File: src/hw/rtl/psf_pkg.sv
// Shared types and constants of the planar span fill engine.
// Used by psf_cfg_regs and planar_span_fill; depends on nothing else.
package psf_pkg;

    // Configuration port geometry.
    localparam int PADDR_W = 5;
    localparam int PDATA_W = 32;

    // Stream widths: fields packed from bit 0 up, tdata filled to whole bytes.
    localparam int S_TDATA_W = 56;
    localparam int S_TUSER_W = 2;
    localparam int M_TDATA_W = 64;
    localparam int M_TUSER_W = 3;

    // Register indexes, in address order (byte address is 4 * index).
    typedef enum logic [2:0] {
        REG_CLIP_LEFT       = 3'd0,
        REG_CLIP_TOP        = 3'd1,
        REG_CLIP_WIDTH      = 3'd2,
        REG_CLIP_HEIGHT     = 3'd3,
        REG_ROW_STRIDE      = 3'd4,
        REG_MASK_ROW_STRIDE = 3'd5,
        REG_MASK_ENABLE     = 3'd6
    } reg_idx_t;

    // Values after reset.
    localparam logic [9:0] RST_CLIP_LEFT       = 10'd0;
    localparam logic [8:0] RST_CLIP_TOP        = 9'd0;
    localparam logic [9:0] RST_CLIP_WIDTH      = 10'd320;
    localparam logic [8:0] RST_CLIP_HEIGHT     = 9'd200;
    localparam logic [9:0] RST_ROW_STRIDE      = 10'd160;
    localparam logic [7:0] RST_MASK_ROW_STRIDE = 8'd40;
    localparam logic       RST_MASK_ENABLE     = 1'b0;

    // Action on the mask plane.
    localparam logic [1:0] ACT_NONE  = 2'd0;
    localparam logic [1:0] ACT_CLEAR = 2'd1;
    localparam logic [1:0] ACT_SET   = 2'd2;

    // Configuration as seen by the span engine.
    typedef struct packed {
        logic [9:0] clip_left;
        logic [8:0] clip_top;
        logic [9:0] clip_width;
        logic [8:0] clip_height;
        logic [9:0] row_stride;
        logic [7:0] mask_row_stride;
        logic       mask_enable;
    } cfg_t;

endpackage

File: src/hw/rtl/planar_span_fill.sv
// Top level of the planar span fill engine: span sequencer and output beat register.
// Depends on psf_pkg and instantiates psf_cfg_regs.
//
// One span command enters per input beat and leaves as one output beat per
// 16-pixel group, left to right, with tlast on the final group. A span that
// is drawn is accepted, then set up (clip, two passes through the shared
// multiplier for the pixel and mask row offsets, one offset add) and then
// emits its groups, at most MAX_GROUPS of them. A span that is off the clip
// rectangle or an xor with colour 0 gives no beat and goes back to idle
// from the clip step. The input is not ready while a span is in work; it is
// ready again as soon as the last group sits in the output register, and a
// stalled output holds the engine.
module planar_span_fill #(
    parameter int MAX_GROUPS = 40
) (
    input  logic                           aclk,
    input  logic                           aresetn,
    // APB configuration port
    input  logic                           psel,
    input  logic                           penable,
    input  logic                           pwrite,
    input  logic [psf_pkg::PADDR_W-1:0]    paddr,
    input  logic [psf_pkg::PDATA_W-1:0]    pwdata,
    output logic [psf_pkg::PDATA_W-1:0]    prdata,
    output logic                           pready,
    // Span commands
    input  logic                           s_tvalid,
    output logic                           s_tready,
    // x_start[15:0], x_end[31:16], row[47:32], color[51:48], zero fill
    input  logic [psf_pkg::S_TDATA_W-1:0]  s_tdata,
    // op[0], transparent[1]
    input  logic [psf_pkg::S_TUSER_W-1:0]  s_tuser,
    // Group writes
    output logic                           m_tvalid,
    input  logic                           m_tready,
    // pixel_offset[19:0], bit_mask[35:20], plane_bits[39:36],
    // mask_offset[59:40], zero fill
    output logic [psf_pkg::M_TDATA_W-1:0]  m_tdata,
    // write_kind[0], mask_action[2:1]
    output logic [psf_pkg::M_TUSER_W-1:0]  m_tuser,
    output logic                           m_tlast
);
    import psf_pkg::*;

    localparam logic [7:0] MaxM1 = 8'(MAX_GROUPS - 1);

    typedef enum logic [5:0] {
        S_IDLE = 6'b000001,
        S_CLIP = 6'b000010,
        S_MULP = 6'b000100,
        S_MULM = 6'b001000,
        S_ADD  = 6'b010000,
        S_EMIT = 6'b100000
    } state_t;

    cfg_t cfg;

    state_t state_reg, state_next;

    // Captured command
    logic               op_reg;
    logic               transp_reg;
    logic [3:0]         color_reg;
    logic signed [15:0] xlo_reg, xhi_reg, y_reg;

    // Span setup
    logic [9:0]  yr_reg;
    logic [6:0]  g0_reg, gend_reg, g1_reg, g_reg;
    logic [15:0] lm_reg, rm_reg;
    logic [3:0]  planes_reg;
    logic [1:0]  action_reg;
    logic [19:0] pix_reg, msk_reg;

    // Output beat
    logic                 m_tvalid_reg;
    logic [M_TDATA_W-1:0] m_tdata_reg;
    logic [M_TUSER_W-1:0] m_tuser_reg;
    logic                 m_tlast_reg;

    psf_cfg_regs u_cfg (
        .aclk    (aclk),
        .aresetn (aresetn),
        .psel    (psel),
        .penable (penable),
        .pwrite  (pwrite),
        .paddr   (paddr),
        .pwdata  (pwdata),
        .prdata  (prdata),
        .pready  (pready),
        .cfg     (cfg)
    );

    logic s_fire, out_free;
    assign s_tready = (state_reg == S_IDLE);
    assign s_fire   = s_tvalid && s_tready;
    assign out_free = !m_tvalid_reg || m_tready;

    assign m_tvalid = m_tvalid_reg;
    assign m_tdata  = m_tdata_reg;
    assign m_tuser  = m_tuser_reg;
    assign m_tlast  = m_tlast_reg;

    // Clip against the rectangle in 18-bit signed arithmetic.
    logic signed [17:0] cl_s, cw_s, cr_s, ct_s, ch_s, cb_s;
    logic signed [17:0] y_s, xl_s, xh_s, x1c, x2c;
    logic               drop;
    assign cl_s = {8'd0, cfg.clip_left};
    assign cw_s = {8'd0, cfg.clip_width};
    assign cr_s = cl_s + cw_s - 18'sd1;
    assign ct_s = {9'd0, cfg.clip_top};
    assign ch_s = {9'd0, cfg.clip_height};
    assign cb_s = ct_s + ch_s;
    assign y_s  = {{2{y_reg[15]}}, y_reg};
    assign xl_s = {{2{xlo_reg[15]}}, xlo_reg};
    assign xh_s = {{2{xhi_reg[15]}}, xhi_reg};
    assign x1c  = (xl_s < cl_s) ? cl_s : xl_s;
    assign x2c  = (xh_s > cr_s) ? cr_s : xh_s;
    assign drop = (y_s < ct_s) || (y_s >= cb_s) || (x1c > x2c)
               || (op_reg && (color_reg == 4'd0));

    // Plane bits and mask action for the span.
    logic [3:0] planes_c;
    logic [1:0] action_c;
    always_comb begin
        planes_c = color_reg;
        action_c = cfg.mask_enable ? ACT_CLEAR : ACT_NONE;
        if (!op_reg && cfg.mask_enable && transp_reg) begin
            planes_c = 4'd0;
            action_c = ACT_SET;
        end
    end

    // Shared multiplier: row times pixel stride, then row times mask stride.
    logic [9:0]  mul_b;
    logic [19:0] prod;
    assign mul_b = (state_reg == S_MULP) ? cfg.row_stride : {2'd0, cfg.mask_row_stride};
    assign prod  = {10'd0, yr_reg} * {10'd0, mul_b};

    // Last group, limited to MAX_GROUPS groups.
    logic [7:0] span_c, g1_lim;
    assign span_c = {1'b0, gend_reg} - {1'b0, g0_reg};
    assign g1_lim = {1'b0, g0_reg} + MaxM1;

    // Edge mask of the current group.
    logic [15:0] bmask_c;
    always_comb begin
        bmask_c = 16'hFFFF;
        if (g_reg == g0_reg) begin
            bmask_c = bmask_c & lm_reg;
        end
        if (g_reg == gend_reg) begin
            bmask_c = bmask_c & rm_reg;
        end
    end

    // Sequencer.
    always_comb begin
        state_next = state_reg;
        case (state_reg)
            S_IDLE: if (s_fire) state_next = S_CLIP;
            S_CLIP: state_next = drop ? S_IDLE : S_MULP;
            S_MULP: state_next = S_MULM;
            S_MULM: state_next = S_ADD;
            S_ADD:  state_next = S_EMIT;
            S_EMIT: if (out_free && (g_reg == g1_reg)) state_next = S_IDLE;
            default: state_next = S_IDLE;
        endcase
    end

    // Control registers.
    always_ff @(posedge aclk) begin
        if (!aresetn) begin
            state_reg    <= S_IDLE;
            m_tvalid_reg <= 1'b0;
        end else begin
            state_reg <= state_next;
            if (state_reg == S_EMIT && out_free) begin
                m_tvalid_reg <= 1'b1;
            end else if (m_tready) begin
                m_tvalid_reg <= 1'b0;
            end
        end
    end

    // Datapath registers.
    always_ff @(posedge aclk) begin
        case (state_reg)
            S_IDLE: begin
                if (s_fire) begin
                    op_reg     <= s_tuser[0];
                    transp_reg <= s_tuser[1];
                    color_reg  <= s_tdata[51:48];
                    y_reg      <= s_tdata[47:32];
                    // Order the two ends.
                    if ($signed(s_tdata[15:0]) > $signed(s_tdata[31:16])) begin
                        xlo_reg <= s_tdata[31:16];
                        xhi_reg <= s_tdata[15:0];
                    end else begin
                        xlo_reg <= s_tdata[15:0];
                        xhi_reg <= s_tdata[31:16];
                    end
                end
            end
            S_CLIP: begin
                yr_reg     <= y_s[9:0];
                g0_reg     <= x1c[10:4];
                gend_reg   <= x2c[10:4];
                lm_reg     <= 16'hFFFF >> x1c[3:0];
                rm_reg     <= 16'hFFFF << (4'd15 - x2c[3:0]);
                planes_reg <= planes_c;
                action_reg <= action_c;
            end
            S_MULP: begin
                pix_reg <= prod;
                g_reg   <= g0_reg;
                g1_reg  <= (span_c > MaxM1) ? g1_lim[6:0] : gend_reg;
            end
            S_MULM: begin
                msk_reg <= prod;
                pix_reg <= pix_reg + {10'd0, g0_reg, 3'd0};
            end
            S_ADD: begin
                msk_reg <= msk_reg + {12'd0, g0_reg, 1'b0};
            end
            S_EMIT: begin
                if (out_free) begin
                    m_tdata_reg <= {4'd0,
                                    cfg.mask_enable ? msk_reg : 20'd0,
                                    planes_reg, bmask_c, pix_reg};
                    m_tuser_reg <= {action_reg, op_reg};
                    m_tlast_reg <= (g_reg == g1_reg);
                    pix_reg     <= pix_reg + 20'd8;
                    msk_reg     <= msk_reg + 20'd2;
                    g_reg       <= g_reg + 7'd1;
                end
            end
            default: ;
        endcase
    end

    // Without a mask plane a beat carries no mask offset and no action.
    a_no_mask_fields: assert property (@(posedge aclk) disable iff (!aresetn)
        (m_tvalid && !cfg.mask_enable) |-> (m_tdata[59:40] == 20'd0
                                            && m_tuser[2:1] == ACT_NONE))
        else $error("mask fields set while mask plane is disabled");

    // A toggle write never sets mask bits.
    a_xor_no_set: assert property (@(posedge aclk) disable iff (!aresetn)
        (m_tvalid && m_tuser[0]) |-> (m_tuser[2:1] != ACT_SET))
        else $error("xor beat carries a mask set action");

    // Every emitted group touches at least one pixel.
    a_mask_nonzero: assert property (@(posedge aclk) disable iff (!aresetn)
        m_tvalid |-> (m_tdata[35:20] != 16'd0))
        else $error("group beat with empty bit mask");

    // The group counter never runs past the last group.
    a_group_bound: assert property (@(posedge aclk) disable iff (!aresetn)
        (state_reg == S_EMIT) |-> (g_reg <= g1_reg))
        else $error("group counter past last group");

    // A new beat appears only out of the emit state.
    a_beat_source: assert property (@(posedge aclk) disable iff (!aresetn)
        $rose(m_tvalid) |-> $past(state_reg == S_EMIT))
        else $error("output beat loaded outside emit");

endmodule

File: src/hw/rtl/psf_cfg_regs.sv
// APB-style register file holding the clip rectangle, strides and mask enable.
// Depends on psf_pkg for the register indexes, reset values and cfg_t.
module psf_cfg_regs (
    input  logic                         aclk,
    input  logic                         aresetn,
    input  logic                         psel,
    input  logic                         penable,
    input  logic                         pwrite,
    input  logic [psf_pkg::PADDR_W-1:0]  paddr,
    input  logic [psf_pkg::PDATA_W-1:0]  pwdata,
    output logic [psf_pkg::PDATA_W-1:0]  prdata,
    output logic                         pready,
    output psf_pkg::cfg_t                cfg
);
    import psf_pkg::*;

    cfg_t     cfg_reg;
    reg_idx_t idx;
    logic     wr_en;

    assign pready = 1'b1;
    assign idx    = reg_idx_t'(paddr[PADDR_W-1:2]);
    assign wr_en  = psel && penable && pwrite && pready;
    assign cfg    = cfg_reg;

    // Register writes; an address past the last register is ignored.
    always_ff @(posedge aclk) begin
        if (!aresetn) begin
            cfg_reg.clip_left       <= RST_CLIP_LEFT;
            cfg_reg.clip_top        <= RST_CLIP_TOP;
            cfg_reg.clip_width      <= RST_CLIP_WIDTH;
            cfg_reg.clip_height     <= RST_CLIP_HEIGHT;
            cfg_reg.row_stride      <= RST_ROW_STRIDE;
            cfg_reg.mask_row_stride <= RST_MASK_ROW_STRIDE;
            cfg_reg.mask_enable     <= RST_MASK_ENABLE;
        end else if (wr_en) begin
            case (idx)
                REG_CLIP_LEFT:       cfg_reg.clip_left       <= pwdata[9:0];
                REG_CLIP_TOP:        cfg_reg.clip_top        <= pwdata[8:0];
                REG_CLIP_WIDTH:      cfg_reg.clip_width      <= pwdata[9:0];
                REG_CLIP_HEIGHT:     cfg_reg.clip_height     <= pwdata[8:0];
                REG_ROW_STRIDE:      cfg_reg.row_stride      <= pwdata[9:0];
                REG_MASK_ROW_STRIDE: cfg_reg.mask_row_stride <= pwdata[7:0];
                REG_MASK_ENABLE:     cfg_reg.mask_enable     <= pwdata[0];
                default: ;
            endcase
        end
    end

    // Read-back mux.
    always_comb begin
        prdata = '0;
        case (idx)
            REG_CLIP_LEFT:       prdata = {22'd0, cfg_reg.clip_left};
            REG_CLIP_TOP:        prdata = {23'd0, cfg_reg.clip_top};
            REG_CLIP_WIDTH:      prdata = {22'd0, cfg_reg.clip_width};
            REG_CLIP_HEIGHT:     prdata = {23'd0, cfg_reg.clip_height};
            REG_ROW_STRIDE:      prdata = {22'd0, cfg_reg.row_stride};
            REG_MASK_ROW_STRIDE: prdata = {24'd0, cfg_reg.mask_row_stride};
            REG_MASK_ENABLE:     prdata = {31'd0, cfg_reg.mask_enable};
            default:             prdata = '0;
        endcase
    end

endmodule
File: config.mk
export PLATFORM = sky130hd
export DESIGN_NAME = planar_span_fill
export DESIGN_NICKNAME = d
export VERILOG_FILES = /design/src/hw/rtl/psf_pkg.sv /design/src/hw/rtl/planar_span_fill.sv /design/src/hw/rtl/psf_cfg_regs.sv
export SDC_FILE = /design/constraint.sdc
export NUM_CORES = 1
export LEC_CHECK = 0
export ABC_AREA = 1
export BUFFER_PORTS_ARGS = -buffer_cell sky130_fd_sc_hd__buf_2
export CORE_ASPECT_RATIO = 0.9
export CORE_MARGIN = 10
export CORE_UTILIZATION = 55
export CTS_BUF_LIST = sky130_fd_sc_hd__clkbuf_2 sky130_fd_sc_hd__clkbuf_4 sky130_fd_sc_hd__clkbuf_8
export DETAILED_ROUTE_END_ITERATION = 10
export GPL_ROUTABILITY_DRIVEN = 0
export PLACE_DENSITY = 0.75
export SYNTH_ARGS = -nofsm -noshare
export SYNTH_HDL_FRONTEND = slang
export SYNTH_HIERARCHICAL = 1
export SYNTH_SLANG_ARGS = --single-unit
File: constraint.sdc
create_clock -name aclk -period 9.85 [get_ports aclk]
set_input_delay 2.955 -clock aclk [delete_from_list [all_inputs] [get_ports aclk]]
set_output_delay 2.955 -clock aclk [all_outputs]
set_load 0.02 [all_outputs]
Word-level counts from Yosys, hierarchy flattened
Cells that the tools add are included.
- output and inout bits: 103
- bits of input ports: 102
- register bits after elaboration: 298
- logic and storage cells: 125
- shift operators: 2
- eq/ne operators: 18
- $lt $le $gt $ge: 7
- reductions and logical operators: 33
- add/sub/neg operators: 11
- bitwise operators: 1
- mux-type cells: 22
- $mul: 1
- operators by type and width (kind ; number):
    $pmux W20 S3 ; 2
    $pmux W10 S7 ; 1
    $mux W16 ; 4
    $mux W20 ; 2
    $mux W18 ; 2
    $pmux W6 S6 ; 1
    $reduce_and A2 Y1 ; 13
    $eq A7 B7 Y1 ; 3
    $add A20 B10 Y20 ; 1
    $add A20 B2 Y20 const B ; 1
    $add A20 B4 Y20 const B ; 1
    $add A20 B8 Y20 ; 1
    $mul A10 B10 Y20 ; 1
    $gt A18 B18 Y1 ; 1
    $and A16 B16 Y16 ; 1
    $ge A16 B11 Y1 ; 1
    $gt A16 B12 Y1 ; 1
    $gt A16 B16 Y1 ; 1
    $lt A16 B10 Y1 ; 1
    $lt A16 B11 Y1 ; 1
    $shl A16 B4 Y16 const A ; 1
    $shr A16 B4 Y16 const A ; 1
    $mux W7 ; 2
    $pmux W7 S2 ; 1
    30 further kinds ; 50

Logic depth before layout (Yosys ltp)
Gate-level depths: netlist of the first run.
- depth in word-level cells: 9
- mapped depth: 44
- depth with buffers taken out: 43

Hierarchy
The synthesis of the first run kept the hierarchy.
- modules (own cells, without submodules) (module ; sequential area each (um^2) ; area each (um^2) ; cells each ; instances):
    planar_span_fill ; 7106.8 ; 17136.4 ; 1866 ; 1
    psf_cfg_regs ; 1141.1 ; 3129.3 ; 480 ; 1

Worst setup path before layout of the first run
Ideal clock, no wire load.
- path kind: reg2reg
- start: register state_reg[4]
- end: register state_reg[2]
- period minus slack after synthesis: 7.302 ns
- setup slack: 2.548 ns
- data arrival time: 7.223 ns
- required time: 9.770 ns
- stages on the path, launching flop included: 8
- buffers on the path: 0
- setup time: 0.080 ns
- cell sequence: dfxtp_1 -> nor2_1 -> inv_1 -> nor4_1 -> o2111ai_1 -> nor2_1 -> nand4_1 -> nor3b_1
- longest elaborated chain between the ends: 4
- elaborated cells on any way between the ends: 11
- those cells by class: eq/ne: 8; mux: 1; reduce/logical: 2
- ends and longest elaborated chain (item ; line ; RTL):
    from (decl) ; planar_span_fill.sv:58 ; state_t state_reg, state_next;
    from (signal assigned) ; planar_span_fill.sv:176 ; state_reg <= state_next;
    $eq A6 B1 Y1 ; planar_span_fill.sv:94, planar_span_fill.sv:159 ;
    $logic_and A1 B1 Y1 ; planar_span_fill.sv:95 ; assign s_fire = s_tvalid && s_tready;
    $ne A2 B1 Y1 (no source line) ; - ;
    $reduce_and A2 Y1 (no source line) ; - ;
Parallel ways exist; a longest one is shown, timed or not.
A chain may end at the register's enable or synchronous reset.

Worst setup path in the final report of the first run
- start: input port paddr[3] in the netlist's numbering
- end: output port prdata[8] in the netlist's numbering
- longest elaborated chain between the ends: 2
- elaborated cells on any way between the ends: 8
- those cells by class: eq/ne: 6; mux: 1; reduce/logical: 1
- ends and longest elaborated chain (item ; line ; RTL):
    from (decl) ; planar_span_fill.sv:22 ; input logic [psf_pkg::PADDR_W-1:0] paddr,
    $eq A3 B3 Y1 (tied with other cells) ; psf_cfg_regs.sv:53 ; case (idx)
    $pmux W10 S7 * ; psf_cfg_regs.sv:53 ;
    to (decl) ; planar_span_fill.sv:24 ; output logic [psf_pkg::PDATA_W-1:0] prdata,
Every way passes the cells marked *; elsewhere a longest branch is shown, timed or not.

==> metrics, run 1 <==
status finished, final reports clean; register area 8250 um^2; worst slew pin tran 0.987 ns; commonest cells in the netlist 478 x nand2_1, 366 x inv_1, 271 x nor2_1; I/O pin total 205; area grow syn2layout 10.5%; yosys warns 6; post-synthesis xor/xnor area fraction 0.0268; Remaining Overflow, GRT 0; Mapped Cells 2346; post-synth top area share 0.344; unrepaired setup endpoints after global routing false; Leak 10.5 nW; Max IR drop VDD 0.125 mV; power per cell area 167 nW/um^2; internal reg-to-reg setup slack 3.03 ns; Sw Share 0.320; max cap viols 0; clock skew 0.0159 ns; # hold bufs at CTS 0; DRT Pass-1 Iters 6; H-tree depth 2; WS Path Type in -> out; Fill cells 3072; Combinational Power Share 0.248; Fin Hold WS 0.413 ns; DRT antenna net count 0; first-pass GRT wire length 79200 um; Iteration-0 DRC Markers 1461; final wirelength 49100 um; slowest stage delay, CP 0.58 ns; drt wl/cell 16.3 um; CTS tree yes; Setup crit start kind input port; Area contributors post-synth edfxtp_1 34%, ha_1 11%, nand2_1 8.9%, inv_1 6.8%, fa_1 6.6%; CTS Buf Count 51; via-per-instance ratio 5.34; post-CTS sizing 0; Final period util 0.762; max reg flops 60; fmax 133 MHz; Critical Path Fanout Max 12; Final nets 2844; CTS Sinks 296; Most common cell on crit path nand2_1; EDFF count, synth 232; register area share after synthesis 0.407; synthesized cell area 20300 um^2; post-synthesis simple-gate area fraction 0.213; area leader, netlist edfxtp_1; share of cells above drive strength 1 0.131; vias in the first global route 15693; WP data required 6.90 ns; most used flip-flop cell after synthesis edfxtp_1; Final min period 7.51 ns; Slowest-stage cell, CP nor2_1; largest net degree at the start of global routing 65; die width 222 um; Max Buffers Root-to-Sink 3; worst hold path class reg -> reg; Setup WS pre-CTS 2.39 ns; most common cell in the netlist nand2_1; clk_lat worst skew 0.60 ns; register bit count reported by yosys 296; Avg Inst Size Synth 8.64 um^2; CP endpoint kind primary output; die area 44900 um^2; row cnt 66; initial antenna violation count 2; largest family of logic cells by synthesized area simple AND/OR/NAND/NOR gates; CTS clk-pin slew, worst paths 0.06 ns; Tot GR Track Use 0.212; clock share of power 0.328; Hold Vio Cnt, Final 0; Setup Fix Bufs, Post-CTS 0; post-synth cell types 57; setup TNS 0 ns; CP Data Arrival Time 4.55 ns; Port Buffer Count 149; post-synthesis async set-or-reset flop share 0; Synth Area in Adders 0.177; core area 36300 um^2; Multi-input gate area 10200 um^2; # setup viols final 0; Vias 16098; compound-gate portion of the synthesized area 0.0760; DP HPWL 38300 um; # DRC 0; Switch Pwr 1.19 mW; Root Driver clkbuf_8; Flop pwr share 0.423; Final WS setup 2.34 ns; Int Pwr 2.53 mW; Initial Utilization 0.559; post-synthesis mux area share 0.00161; slew margin rel. 0.323; Die Span Y 202 um; Slew Viols, Final 0; critical path cell sequence buf_2 -> inv_2 -> nand2_2 -> nor2_1 -> nand2_1 -> nand2_1 -> inv_1 -> nand2_1 -> buf_2
==> cells in the final DEF, fill, tap and decap left out, types with 13 or more instances in the layout <==
master / count
nor3_1: 13
clkbuf_8: 54
o21ai_0: 86
fa_1: 67
conb_1: 27
inv_1: 366
buf_2: 149
nor2_1: 269
nand3_1: 123
clkbuf_4: 14
nand4_1: 38
a21oi_1: 102
xor2_1: 36
ha_1: 180
nand2_2: 15
nand2_1: 478
or2_2: 15
dfxtp_1: 64
xnor2_1: 26
edfxtp_1: 232
==> stage by stage <==
step	instances	utilization	power, mW	area [um^2]
2_1_floorplan	2370	-	2.28	20400
3_3_place_gp	2918	0.586	2.47	21300
3_5_place_dp	2918	0.586	2.52	21300
4_1_cts	3011	0.617	3.75	22400
5_1_grt	3012	0.617	3.95	22400
6_report	3012	0.617	3.73	22400
==> layout make-up <==
type / count / share of cell area
antenna: 1 / 0.000112
multi-input combinational: 1606 / 0.454
clock inverter: 25 / 0.0123
timing repair buffer: 157 / 0.0360
sequential: 296 / 0.368
clock buffer: 68 / 0.0379
tap: 476 / 0.0266
inverter: 383 / 0.0644
==> worst paths after layout <==
kind,startpoint,end,cells after the start
worst max-delay path,paddr[3],prdata[8],9
worst min register to register,planes_reg[1]$_SDFFCE_PP0P_,m_tdata[37]$_DFFE_PP_,0
worst max register to register,state_reg[0]$_SDFFE_PN1P_,msk_reg[15]$_DFFE_PP_,25
worst min-delay path,planes_reg[1]$_SDFFCE_PP0P_,m_tdata[37]$_DFFE_PP_,0
==> worst max-delay path: cells and delay by family <==
family	cells	cell delay (ns)
buffers and inverters	4	0.61
and+or+nand+nor	5	0.98
==> cells by family (layout without fill, tap and decap cells) <==
family / count (synthesis) / after routing
flops: 296 / 296
mux: 3 / 3
simple gates: 997 / 997
buf+inv: 468 / 633
other cells: 3 / 28
xor+xnor: 62 / 62
fa+ha+maj: 247 / 247
compound gates: 270 / 270
==> per-layer routing <==
metal	vias up	wire length, um	share of wire	global-route usage
li1	7901	-	-	-
met1	7541	21800	0.44	0.289
met2	582	22400	0.46	0.339
met3	72	3820	0.078	0.0395
met4	2	1100	0.022	0.0576
met5	-	12	0.00024	0
==> power by group through the flow <==
stage               Sequential, mW  Clock, mW  Combinational [mW]
global route                  1.59       1.31                1.05
global placement              1.60          0               0.872
finish                        1.58       1.22               0.927
floorplan                     1.59          0               0.689
detailed placement            1.60          0               0.914
CTS                           1.58       1.25               0.922
No activity file was read; power rests on OpenSTA's default activity.
==> run 2: changes to the inputs <==
--- a/config.mk
+++ b/config.mk
@@ -13,7 +13,7 @@
 export CTS_BUF_LIST = sky130_fd_sc_hd__clkbuf_2 sky130_fd_sc_hd__clkbuf_4 sky130_fd_sc_hd__clkbuf_8
 export DETAILED_ROUTE_END_ITERATION = 10
 export GPL_ROUTABILITY_DRIVEN = 0
-export PLACE_DENSITY = 0.75
+export PLACE_DENSITY = 0.78
 export SYNTH_ARGS = -nofsm -noshare
 export SYNTH_HDL_FRONTEND = slang
 export SYNTH_HIERARCHICAL = 1
==> constraint.sdc (replaced) <==
create_clock -name aclk -period 6.88 [get_ports aclk]
set_input_delay 2.064 -clock aclk [delete_from_list [all_inputs] [get_ports aclk]]
set_output_delay 2.064 -clock aclk [all_outputs]
set_load 0.02 [all_outputs]
==> metrics, run 2 (same netlist as run 1, synthesis figures left out) <==
Root Driver clkbuf_8; hold_sp planes_reg[1]$_SDFFCE_PP0P_; I/O pin total 205; Final Util 0.621; # setup viols final 0; Remaining Overflow, GRT 0; Critical Path Fanout Max 15; max cap viols 0; CP Capture Point state_reg[0]$_SDFFE_PN1P_; Setup Fix Bufs, Post-CTS 0; slew margin rel. 0.355; worst hold path class reg -> reg; Tot GR Track Use 0.212; Final min period 6.41 ns; Iteration-0 DRC Markers 1495; status finished, final reports clean; FF-to-FF End state_reg[0]$_SDFFE_PN1P_; Final nets 2852; commonest non-fill, non-tap cell in the layout nand2_1; H-tree depth 2; DRT Pass-1 Iters 6; # hold bufs at CTS 0; unrepaired setup endpoints after global routing false; worst flop-to-flop path startpoint u_cfg/cfg[48]$_SDFFE_PN0P_; Hold Vio Cnt, Final 0; Placed Instance Area 21300 um^2; Slew Viols, Final 0; Initial Utilization 0.559; DRT antenna net count 0; CP Data Arrival Time 6.95 ns; # DRC 0; CP startpoint u_cfg/cfg[48]$_SDFFE_PN0P_; CTS tree yes; CP endpoint kind flip-flop; DP HPWL 38300 um; first-pass GRT wire length 79300 um; area grow syn2layout 11.1%; fmax 156 MHz; worst slew pin tran 0.957 ns; most frequent cells in the layout 478 x nand2_1, 364 x inv_1, 269 x nor2_1; WP data required 7.41 ns; register area 8250 um^2; clk_lat worst skew 0.64 ns; max reg flops 60; drt wl/cell 16.2 um; final instance area 22500 um^2; Final period util 0.932; die area 44900 um^2; Max Buffers Root-to-Sink 3; power per cell area 240 nW/um^2; FF-to-FF path depth 41; WS Path Type reg -> reg; CTS clk-pin slew, worst paths 0.06 ns; vias in the first global route 15771; final wirelength 48900 um; row cnt 66; via-per-instance ratio 5.36; CTS Sinks 296; Die Span Y 202 um; Leak 10.5 nW; slowest stage delay, CP 0.48 ns; Slowest-stage cell, CP ha_2; clock skew 0.0368 ns; initial antenna violation count 2; Vias 16183; CTS Buf Count 50; Most common cell on crit path nand2_1; core area 36300 um^2; Max IR drop VDD 0.247 mV; Multi-input gate area 10200 um^2; setup TNS 0 ns; Setup crit start kind flip-flop; share of cells above drive strength 1 0.136; Fill cells 3031; internal reg-to-reg setup slack 0.47 ns; die width 222 um; Port Buffer Count 149; largest net degree at the start of global routing 65
run 2: timing repair:
action,CTS,global route
hold endpoints to repair,0,0
resized for setup,0,11
setup endpoints to repair,0,8
run 2: per-stage QoR:
stage / hold WS [ns] / setup WS (ns) / power, mW / std cells
global route: 0.426 / 0.0150 / 5.70 / 3021
detailed placement: 0.413 / 0.418 / 3.60 / 2927
CTS: 0.422 / 0.348 / 5.42 / 3020
finish: 0.420 / 0.467 / 5.41 / 3021
global placement: 0.407 / 0.520 / 3.53 / 2927
floorplan: 0.400 / 0.596 / 3.26 / 2370
run 2: critical path, delay by kind of cell, from the launching register on:
kind / cells / cell delay (ns)
buf+inv: 7 / 0.68
compound gates: 4 / 0.53
flops: 1 / 0.36
fa+ha+maj: 5 / 1.74
simple gates: 25 / 2.97
run 2: metal layers:
layer | wire (um) | global-route usage | vias to the layer above
li1 | - | - | 7921
met1 | 21500 | 0.285 | 7534
met2 | 22300 | 0.339 | 622
met3 | 3860 | 0.0434 | 104
met4 | 1320 | 0.0649 | 2
met5 | 12 | 0 | -
run 2: how the worst min path moves through the flow:
stage,endpoint,slack [ns],cells past startpoint
3_5_place_dp,m_tdata[37]$_DFFE_PP_,0.41,0
4_1_cts,m_tdata[37]$_DFFE_PP_,0.42,0
6_report,m_tdata[37]$_DFFE_PP_,0.42,0
2_1_floorplan,m_tdata[0]$_DFFE_PP_,0.40,0
5_1_grt,m_tdata[37]$_DFFE_PP_,0.43,0
3_3_place_gp,m_tdata[37]$_DFFE_PP_,0.41,0
run 2: cell type report:
type	count	area share
Clock buffer	63	0.0355
Clock inverter	30	0.0157
Timing Repair Buffer	166	0.0390
Sequential cell	296	0.366
Antenna cell	1	0.000111
Multi-Input combinational cell	1606	0.453
Inverter	383	0.0641
Tap cell	476	0.0265
run 2: power by group:
| group | internal (mW) | switching, mW | total [mW] | leakage [nW] |
|---|---|---|---|---|
| combinational | 0.444 | 0.890 | 1.33 | 7.33 |
| clock | 1.07 | 0.744 | 1.81 | 0.596 |
| sequential | 2.16 | 0.103 | 2.26 | 2.62 |
==> run 3: changes to the inputs <==
--- a/config.mk
+++ b/config.mk
@@ -9,11 +9,11 @@
 export BUFFER_PORTS_ARGS = -buffer_cell sky130_fd_sc_hd__buf_2
 export CORE_ASPECT_RATIO = 0.9
 export CORE_MARGIN = 10
-export CORE_UTILIZATION = 55
+export CORE_UTILIZATION = 45
 export CTS_BUF_LIST = sky130_fd_sc_hd__clkbuf_2 sky130_fd_sc_hd__clkbuf_4 sky130_fd_sc_hd__clkbuf_8
 export DETAILED_ROUTE_END_ITERATION = 10
 export GPL_ROUTABILITY_DRIVEN = 0
-export PLACE_DENSITY = 0.78
+export PLACE_DENSITY = 0.66
 export SYNTH_ARGS = -nofsm -noshare
 export SYNTH_HDL_FRONTEND = slang
 export SYNTH_HIERARCHICAL = 1
==> metrics, run 3 (same netlist as run 1, synthesis figures left out) <==
DP HPWL 39300 um; most frequent cells in the layout 478 x nand2_1, 366 x inv_1, 269 x nor2_1; # DRC 0; vias in the first global route 15448; unrepaired setup endpoints after global routing false; Slew Viols, Final 0; setup TNS 0 ns; Vias 15960; max reg flops 60; max cap viols 0; Int Pwr 3.58 mW; area grow syn2layout 11.7%; CP Data Arrival Time 6.78 ns; internal reg-to-reg setup slack 0.49 ns; FF-to-FF path depth 27; Final nets 2856; final instance area 22600 um^2; Max IR drop VDD 0.125 mV; Critical Path Fanout Max 9; clock skew 0.0366 ns; die width 244 um; slew margin rel. 0.325; share of cells above drive strength 1 0.135; WP data required 7.26 ns; drt wl/cell 15.9 um; Hold Vio Cnt, Final 0; clk_lat worst skew 0.65 ns; Fill cells 4193; DRT Pass-1 Iters 7; largest net degree at the start of global routing 65; Flop pwr share 0.423; Final min period 6.39 ns; worst hold path class reg -> reg; Placed Instance Area 21500 um^2; status finished, final reports clean; Iteration-0 DRC Markers 1182; final wirelength 50300 um; first-pass GRT wire length 80400 um; CTS tree yes; Worst Hold Path EP m_tuser[1]$_DFFE_PP_; FF-to-FF End pix_reg[16]$_DFFE_PP_; Root Driver clkbuf_8; WS Path Type reg -> reg; Remaining Overflow, GRT 0; hold_sp action_reg[0]$_SDFFCE_PP0P_; Initial Utilization 0.457; row cnt 73; CTS Sinks 296; Leak 10.5 nW; Sw Share 0.327; Pwr Total 5.33 mW; Hold Crit Depth 0; Final WS setup 0.485 ns; Port Buffer Count 149; I/O pin total 205; power per cell area 235 nW/um^2; worst flop-to-flop path startpoint state_reg[4]$_SDFFE_PN0P_; Die Span Y 221 um; Combinational Power Share 0.250; initial antenna violation count 4; Final period util 0.929; Setup crit start kind flip-flop; # setup viols final 0; die area 53900 um^2; Max Buffers Root-to-Sink 3; CTS Buf Count 52; worst slew pin tran 0.985 ns; Switch Pwr 1.74 mW; via-per-instance ratio 5.06; DRT antenna net count 0; core area 44400 um^2; fmax 156 MHz; CP endpoint kind flip-flop; H-tree depth 2; CTS clk-pin slew, worst paths 0.07 ns; Tot GR Track Use 0.182; commonest non-fill, non-tap cell in the layout nand2_1; clock share of power 0.327; Setup WS pre-CTS 0.341 ns; # hold bufs at CTS 0
==> run 3: cell types whose count changed in the layout (fill, tap and decap cells not counted), moves of 2 or more <==
cell and delta:
diode_2 +2, buf_4 +2, bufinv_16 -3, clkbuf_4 +3
clkinv_1 +5, inv_1 +2, inv_2 -3
==> run 3: worst max-delay path by stage <==
stage / start / end / cells after the start
final: state_reg[4]$_SDFFE_PN0P_ / pix_reg[16]$_DFFE_PP_ / 27
after floorplan: state_reg[0]$_SDFFE_PN1P_ / pix_reg[16]$_DFFE_PP_ / 29
after detailed placement: state_reg[0]$_SDFFE_PN1P_ / pix_reg[16]$_DFFE_PP_ / 25
after CTS: state_reg[0]$_SDFFE_PN1P_ / pix_reg[16]$_DFFE_PP_ / 25
after global placement: state_reg[0]$_SDFFE_PN1P_ / pix_reg[16]$_DFFE_PP_ / 25
after global routing: state_reg[4]$_SDFFE_PN0P_ / pix_reg[16]$_DFFE_PP_ / 28
==> run 3: repair_timing <==
item | CTS | global route
resized for setup | 0 | 8
endpoints found under the setup margin | 0 | 10
setup buffers | 0 | 4
==> run 3: power groups by stage <==
stage	registers [mW]	logic (mW)	clock network [mW]
after floorplan	2.27	0.987	0
after global routing	2.27	1.51	1.86
after global placement	2.29	1.27	0
final	2.25	1.33	1.74
after CTS	2.25	1.32	1.78
after detailed placement	2.29	1.31	0
==> run 3: stage by stage <==
stage / cells / util / hold WS (ns)
final: 3153 / 0.510 / 0.419
after global routing: 3152 / 0.510 / 0.427
after CTS: 3146 / 0.509 / 0.419
after detailed placement: 3049 / 0.484 / 0.405
after global placement: 3049 / 0.484 / 0.409
after floorplan: 2370 / - / 0.400
==> run 3: metal layers <==
layer / routed length, um / global-route usage / vias up
li1: - / - / 7928
met1: 22900 / 0.246 / 7512
met2: 22900 / 0.287 / 445
met3: 3420 / 0.0366 / 73
met4: 1040 / 0.0567 / 2
met5: 15 / 0 / -
==> run 3: worst max-delay path: stages (launching register included) <==
cell,delay (ns)
dfxtp_1,0.34
nor2_1,0.19
inv_1,0.14
nor4_2,0.22
inv_1,0.26
o21ai_1,0.40
buf_4,0.22
nor2_1,0.06
fa_1,0.44
fa_1,0.51
ha_1,0.29
inv_1,0.05
fa_1,0.53
inv_1,0.06
fa_1,0.47
ha_1,0.38
a21o_1,0.18
a21oi_1,0.20
o21ai_0,0.19
nand2_1,0.09
nand2_1,0.05
nand2_1,0.05
nand2_1,0.08
a21boi_1,0.20
o21ai_0,0.13
xor2_1,0.23
or2_2,0.15
nand2_1,0.05
==> run 3: area by class of cell <==
| type | count | area (um^2) | area share |
|---|---|---|---|
| clock buffers | 67 | 835 | 0.0369 |
| inverters | 383 | 1450 | 0.0639 |
| multi-input cells | 1606 | 10200 | 0.450 |
| well taps | 600 | 751 | 0.0332 |
| flip-flops and latches | 296 | 8250 | 0.365 |
| clock inverters | 30 | 267 | 0.0118 |
| diodes | 3 | 7.51 | 0.000332 |
| repair buffers | 168 | 892 | 0.0394 |
